--- src/rtl/cttr_div.sv ---
`timescale 1ns / 1ps
module cttr_div (
	input  logic        clk,
	input  logic        arst_n,
	input  logic        start,
	input  logic [63:0] dividend,
	input  logic [63:0] divisor,
	output logic        done,
	output logic [63:0] quotient
);

	logic [64:0] rem_q;
	logic [63:0] quo_q;
	logic [63:0] dsr_q;
	logic [6:0]  cnt_q;
	logic        done_q;
	logic [64:0] rem_sh;
	logic        ge;

	// one quotient bit per cycle, restoring
	always_comb begin
		rem_sh = {rem_q[63:0], quo_q[63]};
		ge     = rem_sh >= {1'b0, dsr_q};
	end

	always_ff @(posedge clk or negedge arst_n) begin
		if (!arst_n) begin
			cnt_q  <= '0;
			done_q <= 1'b0;
		end else begin
			done_q <= 1'b0;
			if (start) begin
				cnt_q <= 7'd64;
			end else if (cnt_q != '0) begin
				cnt_q <= cnt_q - 7'd1;
				if (cnt_q == 7'd1) done_q <= 1'b1;
			end
		end
	end

	always_ff @(posedge clk) begin
		if (start) begin
			rem_q <= '0;
			quo_q <= dividend;
			dsr_q <= divisor;
		end else if (cnt_q != '0) begin
			rem_q <= ge ? (rem_sh - {1'b0, dsr_q}) : rem_sh;
			quo_q <= {quo_q[62:0], ge};
		end
	end

	assign done     = done_q;
	assign quotient = quo_q;

endmodule

--- config.mk ---
export PLATFORM = sky130hd
export DESIGN_NAME = cttr_div
export DESIGN_NICKNAME = d
export VERILOG_FILES = /design/src/rtl/cttr_div.sv
export SDC_FILE = /design/constraint.sdc
export NUM_CORES = 1
export LEC_CHECK = 0
export ABC_AREA = 1
export BUFFER_PORTS_ARGS = -buffer_cell sky130_fd_sc_hd__clkbuf_2
export CAP_MARGIN = 40
export CORE_ASPECT_RATIO = 0.9
export CORE_UTILIZATION = 65
export CTS_BUF_LIST = sky130_fd_sc_hd__clkbuf_4
export CTS_CLUSTER_DIAMETER = 120
export DETAILED_ROUTE_END_ITERATION = 8
export GPL_ROUTABILITY_DRIVEN = 0
export GPL_TIMING_DRIVEN = 0
export HOLD_SLACK_MARGIN = 0.08
export PLACE_DENSITY = 0.88
export SYNTH_ARGS = -nofsm -noshare
export SYNTH_HDL_FRONTEND = slang
export SYNTH_SLANG_ARGS = --single-unit
export TNS_END_PERCENT = 10
--- constraint.sdc ---
create_clock -name clk -period 5.45 [get_ports clk]
set_clock_uncertainty 0.15 [all_clocks]
set_input_delay 0.8175 -clock clk [delete_from_list [all_inputs] [get_ports clk]]
set_output_delay 0.8175 -clock clk [all_outputs]
set_load 0.05 [all_outputs]
---- After elaboration in Yosys (flattened, before gate mapping) ----
Index checks and enable logic that the tools add are counted.
word-level totals
  logic and storage cells ................. 19
  output and inout port bits .............. 65
  bits of input ports ..................... 131
  bits in registers ....................... 200
cells by class
  multiplexer cells ....................... 8
  reductions and logical operators ........ 2
  eq/ne operators ......................... 1
  $add $sub $neg .......................... 2
  $lt $le $gt $ge ......................... 1
operator list
  kind                   count
  $mux W64               3
  $ge A65 B64 Y1         1
  $sub A64 B64 Y64       1
  $mux W7                2
  $eq A7 B1 Y1 const B   1
  $reduce_bool A7 Y1     1
  $sub A7 B1 Y7 const B  1
  $mux W1                3
  $reduce_bool A2 Y1     1

---- Longest topological paths before layout ----
  depth after elaboration ................. 4
  mapped depth ............................ 19
  mapped depth without buffers ............ 18

---- Worst setup path after synthesis ----
OpenSTA, ideal clock, no wires.
  path kind ............................... input to register
  start point ............................. input start
  end point ............................... register quo_q[0], in the netlist quotient[0], enable pin
  setup time .............................. 396 ps
  setup slack ............................. 2676 ps
  stages on the path ...................... 5
  arrival ................................. 2228 ps
  data required time ...................... 4904 ps
  buffers on the path ..................... 3
  cells stage by stage .................... clkbuf_1 nor2_1 inv_1 buf_2 buf_2
between the ends
  longest elaborated chain between the ends .. 1
ends and longest elaborated chain
  what                                 RTL line  source
  start, declared                      5         input logic start,
  $reduce_bool A2 Y1 (no source line)  --
  end signal, assigned                 44        quo_q <= dividend;
  end signal, assigned                 48        quo_q <= {quo_q[62:0], ge};
  end, declared                        13        logic [63:0] quo_q;
Every way passes these cells.
A chain may end at the register's enable or synchronous reset.

---- Worst setup path after layout ----
  start point ............................. input start
  end point ............................... register quo_q[25], in the netlist quotient[25], enable pin
Same word-level chain as after synthesis.

==> out/qor.yml <==
grt:
  grtUsageMet3: 0.0822
  met1_usage: 0.475
  antenna_found_initial: 1
  grt_overflow: 0
  track_usage: 0.366
  grt_first_pass_wirelength_um: 63300
  grt.busiest_layer: "met2"
  met2_usage: 0.578
  grt_pass1_vias: 13100
  grt_max_degree: 74
clocking:
  cts_tree: "done"
  post_cts_resized: 0
  clockBufferDepth: 2
  numCtsBuffers: 17
  clk_pin_slew_ps: 240
  cts-htree-levels: 4
  clock-sinks: 200
  root_buffer: "clkbuf_4"
  clk_latency_ps: 670
route:
  routed_wl_um: 40700
  wl_per_cell_um: 15.0
  drc: 0
  ant_nets: 0
  num_vias: 14600
  via_per_inst: 5.38
  drtPass1Iterations: 7
  drt_iter0_markers: 1776
sta:
  hold_viol: 0
  rsz0062_at_grt: "false"
  setup_violations: 0
  max_freq_mhz: 321
  tns_ps: 0
  maxSlewViolCount: 0
  slew_headroom: 0.400
  fin_crit_sh: 0.572
  worst_pin_slew_ps: 899
  period_minus_slack_ps: 3120
  whs_ps: 149
die:
  die_x_um: 159
  die_y_um: 143
  die_area_sq_um: 22700
  rows: 51
  pin_count: 196
  initial_core_util: 0.663
  core-area_sq_um: 21600
synth:
  synth_top_area_frac: 0.268
  avgSynthCellArea_sq_um: 6.55
  synth_xor_area_frac: 0.0202
  synth_top_family_by_area: "simple AND/OR/NAND/NOR gates"
  synth_top_area_cell: "edfxtp_1"
  synth_cell_types: 37
  synth_edf_count: 128
  synth_area_sq_um: 14300
  syn-num-nets: 2389
  ys_seq_elements: 200
  postSynthCellCount: 2191
  yosysMostFrequentCell: "nand2_1"
  synth-simple-area-share: 0.374
  synth_compound_area_frac: 0.0380
  yosysWarnings: 0
  ys.flop_type: "edfxtp_1"
  seq_area_frac_synth: 0.371
  synth_common_cells: "nand2_1, inv_1, nand3_1, edfxtp_1, nor2_1"
  synth.area.mux_share: 0
  synth_fa_ha_area_frac: 0.0590
  synthArstFlopShare: 0.0400
  synthTopCellsByArea: "edfxtp_1, nand2_1, inv_1"
final_layout:
  fin_nets: 2605
  syn2layout_area_growth_pct: 12.1
  finalInstanceArea_sq_um: 16100
  drive_above_1_share: 0.127
worst_setup_path:
  rrSetupSlack_ps: 2450
  path_class: "input port to flop"
  cp-start-kind: "input port"
  cp_max_fo: 73
  cp.arrival_ps: 3250
  critical_path_required_ps: 5580
  endpoint_kind: "flop"
flow_run:
  max_cap_viol_count: 0
min_path:
  hold_class: "input port to flop"
place:
  hpwl_um: 32300
  port_buffers: 195
  placed_area_sq_um: 15700
run_status:
  status: "completed"
pwr:
  power_density_nw_per_um2: 241
  vdd_ir_drop_max_mv: 0.244
  p_leak_nw: 9.15
per-layer routing:
| metal | up-vias | part of all wire |
|---|---|---|
| li1 | 7099 | - |
| met5 | - | 0.0013 |
| met2 | 867 | 0.43 |
| met3 | 180 | 0.12 |
| met4 | 2 | 0.048 |
| met1 | 6441 | 0.40 |
kinds of logic (layout without fill, tap and decap cells):
kind of cell | after synthesis | count (layout)
buf+inv | 505 | 734
other cells | 0 | 1
compound gates | 104 | 104
xor+xnor | 33 | 33
simple gates | 1282 | 1282
flops | 200 | 200
fa+ha+maj | 67 | 67
what timing repair did:
item | in CTS | in global routing
endpoints found under the hold margin | 8 | 0
setup buffers | 0 | 0
hold buffers | 1 | 0
flip-flops by register name, summed over array words and instances, names as in the netlist:
| name | cells |
|---|---|
| done | 1 |
| quotient | 64 |
| dsr_q | 64 |
| rem_q | 64 |
| cnt_q | 7 |
path summary, 6_finish.rpt:
kind | startpoint | endpoint | cells after the start
max in group asynchronous | arst_n | cnt_q[1] | 2
worst max register to register | dsr_q[41] | rem_q[50] | 14
worst min-delay path | divisor[47] | dsr_q[47] | 1
worst max-delay path | start | quotient[25] | 7
min in group asynchronous | arst_n | cnt_q[2] | 2
worst min register to register | rem_q[40] | rem_q[40] | 2
worst max-delay path, stage by stage:
cell and delay, ps:
clkbuf_4 410, buf_12 280, clkbuf_1 310, nor2_1 170
inv_1 160, buf_2 270, buf_4 740
per-stage QoR:
step | instances | setup slack, ps | utilization | power (mW)
after floorplan | 2191 | 2680 | - | 2.63
after global placement | 2677 | 697 | 0.725 | 2.90
after detailed placement | 2677 | 1590 | 0.725 | 2.93
after CTS | 2710 | 2290 | 0.742 | 3.86
after global routing | 2712 | 2170 | 0.743 | 4.02
final | 2712 | 2330 | 0.743 | 3.88
area by class of cell:
class                      instances  area [sq um]
antenna                            1          2.50
buffer                            49           260
clock buffer                      17           128
clock inverter                    15           235
fill                            1749          5550
inverter                         456          1710
multi-input combinational       1486          7050
sequential                       200          5330
tap                              291           364
timing repair buffer             197          1010
placed cells by master, fill, tap and decap left out, types with 5 or more instances in the layout:
cell type,n
dfxtp_1,64
nand4_1,17
ha_1,66
nor2_2,11
nand3_1,144
xnor2_1,29
buf_4,6
nand3b_1,37
clkbuf_1,16
o21ai_1,20
dfrtp_1,8
nand2_2,8
edfxtp_1,128
inv_2,13
inv_1,441
clkbuf_2,194
nor3_1,10
nor2_1,113
nor2_4,5
nand3_2,9
nand2_1,918
o21ai_0,24
o21bai_1,9
a21oi_1,49
clkinv_8,7
clkbuf_4,18
buf_2,19
power breakdown:
part | switching [mW] | internal (mW) | total [mW]
Clock | 0.674 | 0.280 | 0.954
Sequential | 0.0872 | 1.80 | 1.89
Combinational | 0.770 | 0.267 | 1.04
Total | 1.53 | 2.34 | 3.88
Power figures use the tool's default switching activity.
