===== src/rtl/cttr_ram.sv =====
`timescale 1ns / 1ps
module cttr_ram #(
	parameter int WIDTH = 8,
	parameter int DEPTH = 64
) (
	input  logic                     clk,
	input  logic                     we,
	input  logic [$clog2(DEPTH)-1:0] waddr,
	input  logic [WIDTH-1:0]         wdata,
	input  logic [$clog2(DEPTH)-1:0] raddr,
	output logic [WIDTH-1:0]         rdata
);

	logic [WIDTH-1:0] mem [DEPTH];

	always_ff @(posedge clk) begin
		if (we) mem[waddr] <= wdata;
		rdata <= mem[raddr];
	end

endmodule


===== config.mk =====
export PLATFORM = sky130hd
export DESIGN_NAME = cttr_ram
export DESIGN_NICKNAME = d
export VERILOG_FILES = /design/src/rtl/cttr_ram.sv
export SDC_FILE = /design/constraint.sdc
export NUM_CORES = 1
export LEC_CHECK = 0
export ABC_AREA = 1
export ABC_CLOCK_PERIOD_IN_PS = 2450
export BUFFER_PORTS_ARGS = -buffer_cell sky130_fd_sc_hd__buf_2
export CAP_MARGIN = 10
export CORE_UTILIZATION = 40
export CTS_BUF_LIST = sky130_fd_sc_hd__clkbuf_16
export CTS_CLUSTER_DIAMETER = 40
export DETAILED_ROUTE_END_ITERATION = 8
export PLACE_DENSITY = 0.52
export SLEW_MARGIN = 40
export SYNTH_ARGS = -nofsm -noshare
export SYNTH_HDL_FRONTEND = slang
export SYNTH_SLANG_ARGS = --single-unit

===== constraint.sdc =====
create_clock -name clk -period 2.45 [get_ports clk]
set_input_delay 0.49 -clock clk [delete_from_list [all_inputs] [get_ports clk]]
set_output_delay 0.49 -clock clk [all_outputs]
set_load 0.01 [all_outputs]

After elaboration in Yosys (flattened, before gate mapping)
Memory sizes are Yosys's and may differ from the RTL's. A register that Yosys moved wholly into a read port is not among the register bits.
Cells that the tools add are included.

word-level totals
  flip-flop bits (word level) = 0
  latch bits = 0
  memory bits (writable) = 512
  bits in read-only memories = 0
  input port bits = 22
  logic and storage cells = 3
  memories = 1

operators by class
  add/subtract/negate cells = 0
  multipliers = 0
  div/mod/pow operators = 0
  $lt $le $gt $ge = 0
  equal/unequal tests = 0
  shift operators = 0
  mux-type cells = 2
  bitwise logic cells = 0
  reductions and logical operators = 0

memories
  memory  words  bits a word  read ports  clocked after Yosys merged registers in  write ports  line  RTL
  mem     64     8            1           1                                        1            14    logic [WIDTH-1:0] mem [DEPTH];

operators by type and width
  operator  count
  $mux 1    2

Longest topological paths before layout
Gate-level depths: netlist of run 1.

  word-level depth = 2
  depth in mapped cells = 12
  gate-level depth less buffers = 9

Least setup slack after synthesis of run 1
No wires, ideal clock.

  kind = input to register
  from = input port we
  to = memory mem[48][0], enable pin
  setup time = 0.395 ns
  arrival time = 1.861 ns
  path slack = 0.194 ns
  stages = 3
  path buffers = 1
  path through = clkbuf_1 nand4_1 nor4_1

between the ends
  word-level cells in the longest chain between the ends = 2

ends and longest elaborated chain
  item                          line  RTL
  from (decl)                   7     input logic we,
  $mux 1                        17    if (we) mem[waddr] <= wdata;
  $mux 1 (implied by the code)  17
  to (decl)                     14

Every way passes these cells.

==> summary.txt, run 1 <==
Setup path
  • Critical path's slowest cell: buf_12
  • CP max stage delay: 0.27 ns
  • WP data arrival: 2.26 ns
  • CP Max Fanout: 47
  • Worst EP required: 2.98 ns
  • Crit end category: register
  • Crit start category: input port
  • CP Cell Sequence: clkbuf_8 > inv_8 > buf_12 > nand2_1 > nand3_1 > nand3_1 > nand2_1 > nand2_1 > nand3_1 > nand3_1 > nand2_1
  • WS Path Type: input port to register

Logic synthesis
  • Average cell area after synthesis: 11.8 um^2
  • Unique masters post-synth: 16
  • Top-area cell type share of the netlist area: 0.720
  • Commonest cells post-synth: nand2_1, edfxtp_1, nand3_1
  • Post-synth EDFFs: 512
  • Leading area contributor after synthesis: edfxtp_1
  • Syn Inst Count: 1805
  • Synth async-reset ratio: 0
  • Syn Nets: 1827
  • Ys Warns: 0
  • Synthesized cell area: 21300 um^2
  • Top cells by area, synth: edfxtp_1, nand2_1, nand3_1, buf_6, nor2_1
  • Register area share after synthesis: 0.728
  • Top-count cell post-synth: nand2_1
  • Synth Register Bits: 520
  • Dominant synthesized flop cell: edfxtp_1

Clocking
  • # Post-CTS Setup Buffers: 0
  • Skew-Pair Late Insertion Delay: 0.60 ns
  • # hold bufs at CTS: 0
  • Cells resized by post-CTS repair: 0
  • Total CTS buffers: 80
  • Clock sinks: 520
  • Clock root cell: clkbuf_16
  • Clock buffer depth: 3
  • Clk slew on worst S/H paths: 0.05 ns
  • CTS tree: yes
  • H-tree levels: 3

Global routing
  • Vias in the first global route: 13824
  • Antenna violations before repair: 2
  • Largest net degree at the start of global routing: 89
  • GRT overflow: 0
  • GRT Overall Usage: 0.218
  • First-pass GRT wire length: 87100 um

Floorplanning
  • Vert. Die Dim: 233 um
  • Core region area: 52700 um^2
  • Initial Util: 0.405
  • # rows: 84
  • Die W: 233 um
  • Boundary pin count: 30
  • Die area: 54300 um^2

Placed design
  • Dpl ws: 0.157 ns
  • I/O Buffers: 29
  • GPL Wtd Cong: 0.814
  • DP Wirelength: 33800 um

STA
  • Max Slew Vio Count: 0
  • Final Hold Viols: 0
  • Final period util: 0.706
  • Minimum clock period: 1.73 ns
  • Slew HR: 0.442
  • Setup ws final: 0.721 ns
  • Least-Margin Pin Slew: 0.836 ns
  • RSZ-0062 raised after global routing: no
  • Setup violators final: 0
  • Hold WS: 0.295 ns
  • Setup TNS: 0 ns
  • Clock Skews: 0.0152 ns
  • FMAX: 0.578 GHz

Power
  • Pwr Density: 872 nW/um^2
  • LEAKAGE: 9.39 nW
  • Total Power: 22.1 mW
  • Maximum vdd drop: 0.568 mV

Routing
  • Initial DRC Count: 1222
  • 1st-pass router iterations: 5
  • Vias: 13933
  • Drt wl/cell: 21.6 um
  • DRC Markers: 0
  • Antenna Nets Post-Route: 0
  • Drt total wl: 57700 um
  • Vias per cell: 5.21

Status
  • Outcome: complete, no violations

Final layout
  • Layout cells sized above 1: 0.142
  • Final nets: 1943
  • P&R area growth vs syn: 18.9%
  • Fillers: 4735

Flow run
  • Max Cap Violations: 0

Min path
  • Worst hold path type: input port to register
## registers in the layout, indices dropped and copies added (netlist names)
name	flops
rdata	8
mem	512
## where the power goes
group	leakage, nW	internal, mW	switching, mW	total, mW
Sequential	4.67	9.86	0.0290	9.89
Combinational	3.41	0.348	0.901	1.25
Clock	1.30	6.84	4.16	11.0
## worst paths after layout
kind	slack (ns)	start	cells past startpoint	endpoint
setup / recovery	0.72	raddr[0]	11	rdata[2]
hold / removal	0.29	raddr[5]	3	rdata[1]
setup reg to reg	0.95	mem[15][2]	8	rdata[2]
hold reg to reg	0.82	mem[22][7]	8	rdata[7]
## kinds of logic (layout without fill, tap and decap cells)
logic type / after synthesis / after routing / synth area share
simple gates: 1160 / 1160 / 0.232
flops: 520 / 520 / 0.728
buf+inv: 125 / 306 / 0.0402
other cells: 0 / 1 / 0
## layout make-up
type / count / area (um^2) / share of cell area
Antenna cell: 1 / 2.50 / 0.0000986
Clock buffer: 83 / 2080 / 0.0818
Sequential cell: 520 / 15500 / 0.612
Inverter: 12 / 55.1 / 0.00217
Clock inverter: 64 / 547 / 0.0215
Tap cell: 688 / 861 / 0.0339
Timing Repair Buffer: 147 / 1360 / 0.0534
Multi-Input combinational cell: 1160 / 4950 / 0.195
## cells in the final DEF (no fill, tap or decap), drive strengths merged, types with 9 or more instances in the layout
cell	n
clkbuf	84
inv	33
clkinv	27
clkinvlp	10
edfxtp	512
nand3	439
nor2	56
buf	146
nand2	648
nand4	9
## layer usage
metal  global-route usage  share of wire
met1                0.297           0.45
met2                0.348           0.47
met3               0.0510          0.062
met4               0.0607          0.022
met5                    0        0.00040
## critical path, delay by kind of cell
family                 cells  cell delay (ns)
and+or+nand+nor            8             1.08
buffers and inverters      3             0.65
## stage by stage
| step | std cells | cell area [um^2] | utilization |
|---|---|---|---|
| after floorplan | 1805 | 21300 | - |
| after global placement | 2527 | 22800 | 0.432 |
| after detailed placement | 2527 | 22800 | 0.432 |
| after CTS | 2674 | 25400 | 0.482 |
| after global routing | 2674 | 25400 | 0.482 |
| final | 2675 | 25400 | 0.482 |
(Power assumes the default switching activity.)
==> run 2, diff against run 1 <==
--- a/config.mk
+++ b/config.mk
@@ -6,7 +6,7 @@
 export NUM_CORES = 1
 export LEC_CHECK = 0
 export ABC_AREA = 1
-export ABC_CLOCK_PERIOD_IN_PS = 2450
+export ABC_CLOCK_PERIOD_IN_PS = 1600
 export BUFFER_PORTS_ARGS = -buffer_cell sky130_fd_sc_hd__buf_2
 export CAP_MARGIN = 10
 export CORE_UTILIZATION = 40
==> constraint.sdc (replaced) <==
create_clock -name clk -period 1.6 [get_ports clk]
set_input_delay 0.32 -clock clk [delete_from_list [all_inputs] [get_ports clk]]
set_output_delay 0.32 -clock clk [all_outputs]
set_load 0.01 [all_outputs]
==> run 2 against run 1 <==
Compared with the run above:
- combinational power increased by 69%
- largest power group unchanged
- hold slack got worse by 0.19 ns
- largest cell class unchanged
- sequential power up 53%
- critical endpoint is now rdata[4]
==> summary.txt, run 2 (synthesis gave the netlist of run 1 again) <==
Flow run
  • Max Cap Violations: 0

Setup path
  • CP Cell Sequence: buf_2
  • Crit start category: register
  • CP max stage delay: 0.47 ns
  • Crit path max-delay family: flip-flops
  • WS Path Type: register to output pin
  • Critical path's slowest cell: dfxtp_1
  • Crit end category: output pin
  • CP bufs+invs: 1
  • CP Max Fanout: 1
  • Worst EP required: 1.28 ns
  • WP data arrival: 1.25 ns

Final layout
  • Most common cell after layout, fill and taps aside: nand2_1
  • P&R area growth vs syn: 22.3%
  • Largest register FFs: 512
  • Layout cells sized above 1: 0.181
  • Most frequent cells in the layout: nand2_1, edfxtp_1, nand3_1
  • ANT cells: 0
  • Final nets: 1986
  • Biggest regs: mem: 512 flops, rdata: 8 flops
  • Final instance area: 26100 um^2
  • Biggest register: mem
  • Core Util, Final: 0.496
  • Non-filler cells, final: 2710

Global routing
  • Met1 Usage GRT: 0.309
  • Antenna violations before repair: 1
  • Met3 usage: 0.0370
  • GRT overflow: 0
  • Largest net degree at the start of global routing: 65
  • Met2 Track Usage GR: 0.348
  • Vias in the first global route: 13985
  • First-pass GRT wire length: 88100 um
  • Most Used Layer, Global Route: met2
  • GRT Overall Usage: 0.220

Floorplanning
  • Boundary pin count: 30
  • Vert. Die Dim: 233 um
  • Initial Util: 0.405
  • Die area: 54300 um^2
  • # rows: 84
  • Core region area: 52700 um^2
  • Die W: 233 um

Clocking
  • H-tree levels: 3
  • CTS tree: yes
  • Total CTS buffers: 72
  • Clock root cell: clkbuf_16
  • Clock sinks: 520
  • Clock buffer depth: 3
  • Cells resized by post-CTS repair: 1
  • Clk slew on worst S/H paths: 0.05 ns
  • # Post-CTS Setup Buffers: 0
  • # hold bufs at CTS: 0
  • Skew-Pair Late Insertion Delay: 0.60 ns

STA
  • Final period util: 0.982
  • Least-Margin Pin Slew: 0.687 ns
  • RSZ-0062 raised after global routing: no
  • FMAX: 0.636 GHz
  • Clock Skews: 0.0177 ns
  • Setup violators final: 0
  • Minimum clock period: 1.57 ns
  • Slew HR: 0.542
  • Setup TNS: 0 ns
  • Final Hold Viols: 0
  • Max Slew Vio Count: 0

Placed design
  • DP Wirelength: 35400 um
  • Placed Instances: 2578
  • GPL Wtd Cong: 0.847
  • I/O Buffers: 29
  • Post-DP Area: 23600 um^2

Routing
  • Drt total wl: 57800 um
  • Initial DRC Count: 1308
  • DRC Markers: 0
  • 1st-pass router iterations: 5
  • Antenna Nets Post-Route: 0
  • Vias per cell: 5.22
  • Drt wl/cell: 21.3 um
  • Vias: 14140

Status
  • Outcome: complete, no violations

Power
  • LEAKAGE: 9.64 nW
  • Pwr Density: 1290 nW/um^2
  • Maximum vdd drop: 0.663 mV
  • Total Power: 33.6 mW

Min path
  • Worst hold path type: input port to register
-- run 2: where the power goes --
| part | internal, mW | leakage [nW] | switching (mW) |
|---|---|---|---|
| registers | 15.1 | 4.67 | 0.0644 |
| clock network | 10.2 | 1.24 | 6.23 |
| logic | 0.668 | 3.73 | 1.44 |
| total | 25.9 | 9.64 | 7.73 |
-- run 2: final timing paths --
kind	startpoint	endpoint	slack, ns	depth (start not counted)
worst max-delay path	rdata[4]	rdata[4]	0.03	1
worst min-delay path	raddr[5]	rdata[6]	0.10	3
worst max register to register	mem[14][6]	rdata[6]	0.28	8
worst min register to register	mem[28][0]	rdata[0]	0.84	8
-- run 2: final cells by class --
type / count / area, um^2
clock buffers: 75 / 1880
clock inverters: 57 / 626
flip-flops and latches: 520 / 15500
fillers: 4615 / 26600
repair buffers: 198 / 1990
multi-input cells: 1160 / 5140
well taps: 688 / 861
inverters: 12 / 73.8
-- run 2: layer usage --
layer  up-vias  share of wire
li1       6700              -
met1      6984           0.46
met2       374           0.47
met3        82          0.056
met4         0          0.021
met5         -              0
-- run 2: per-stage QoR --
stage               hold slack [ns]  setup WS (ns)
floorplan                     0.419         -0.273
global placement              0.703         -0.416
detailed placement            0.709         -0.398
CTS                          0.0802         0.0322
global route                  0.111         0.0252
finish                        0.104         0.0289
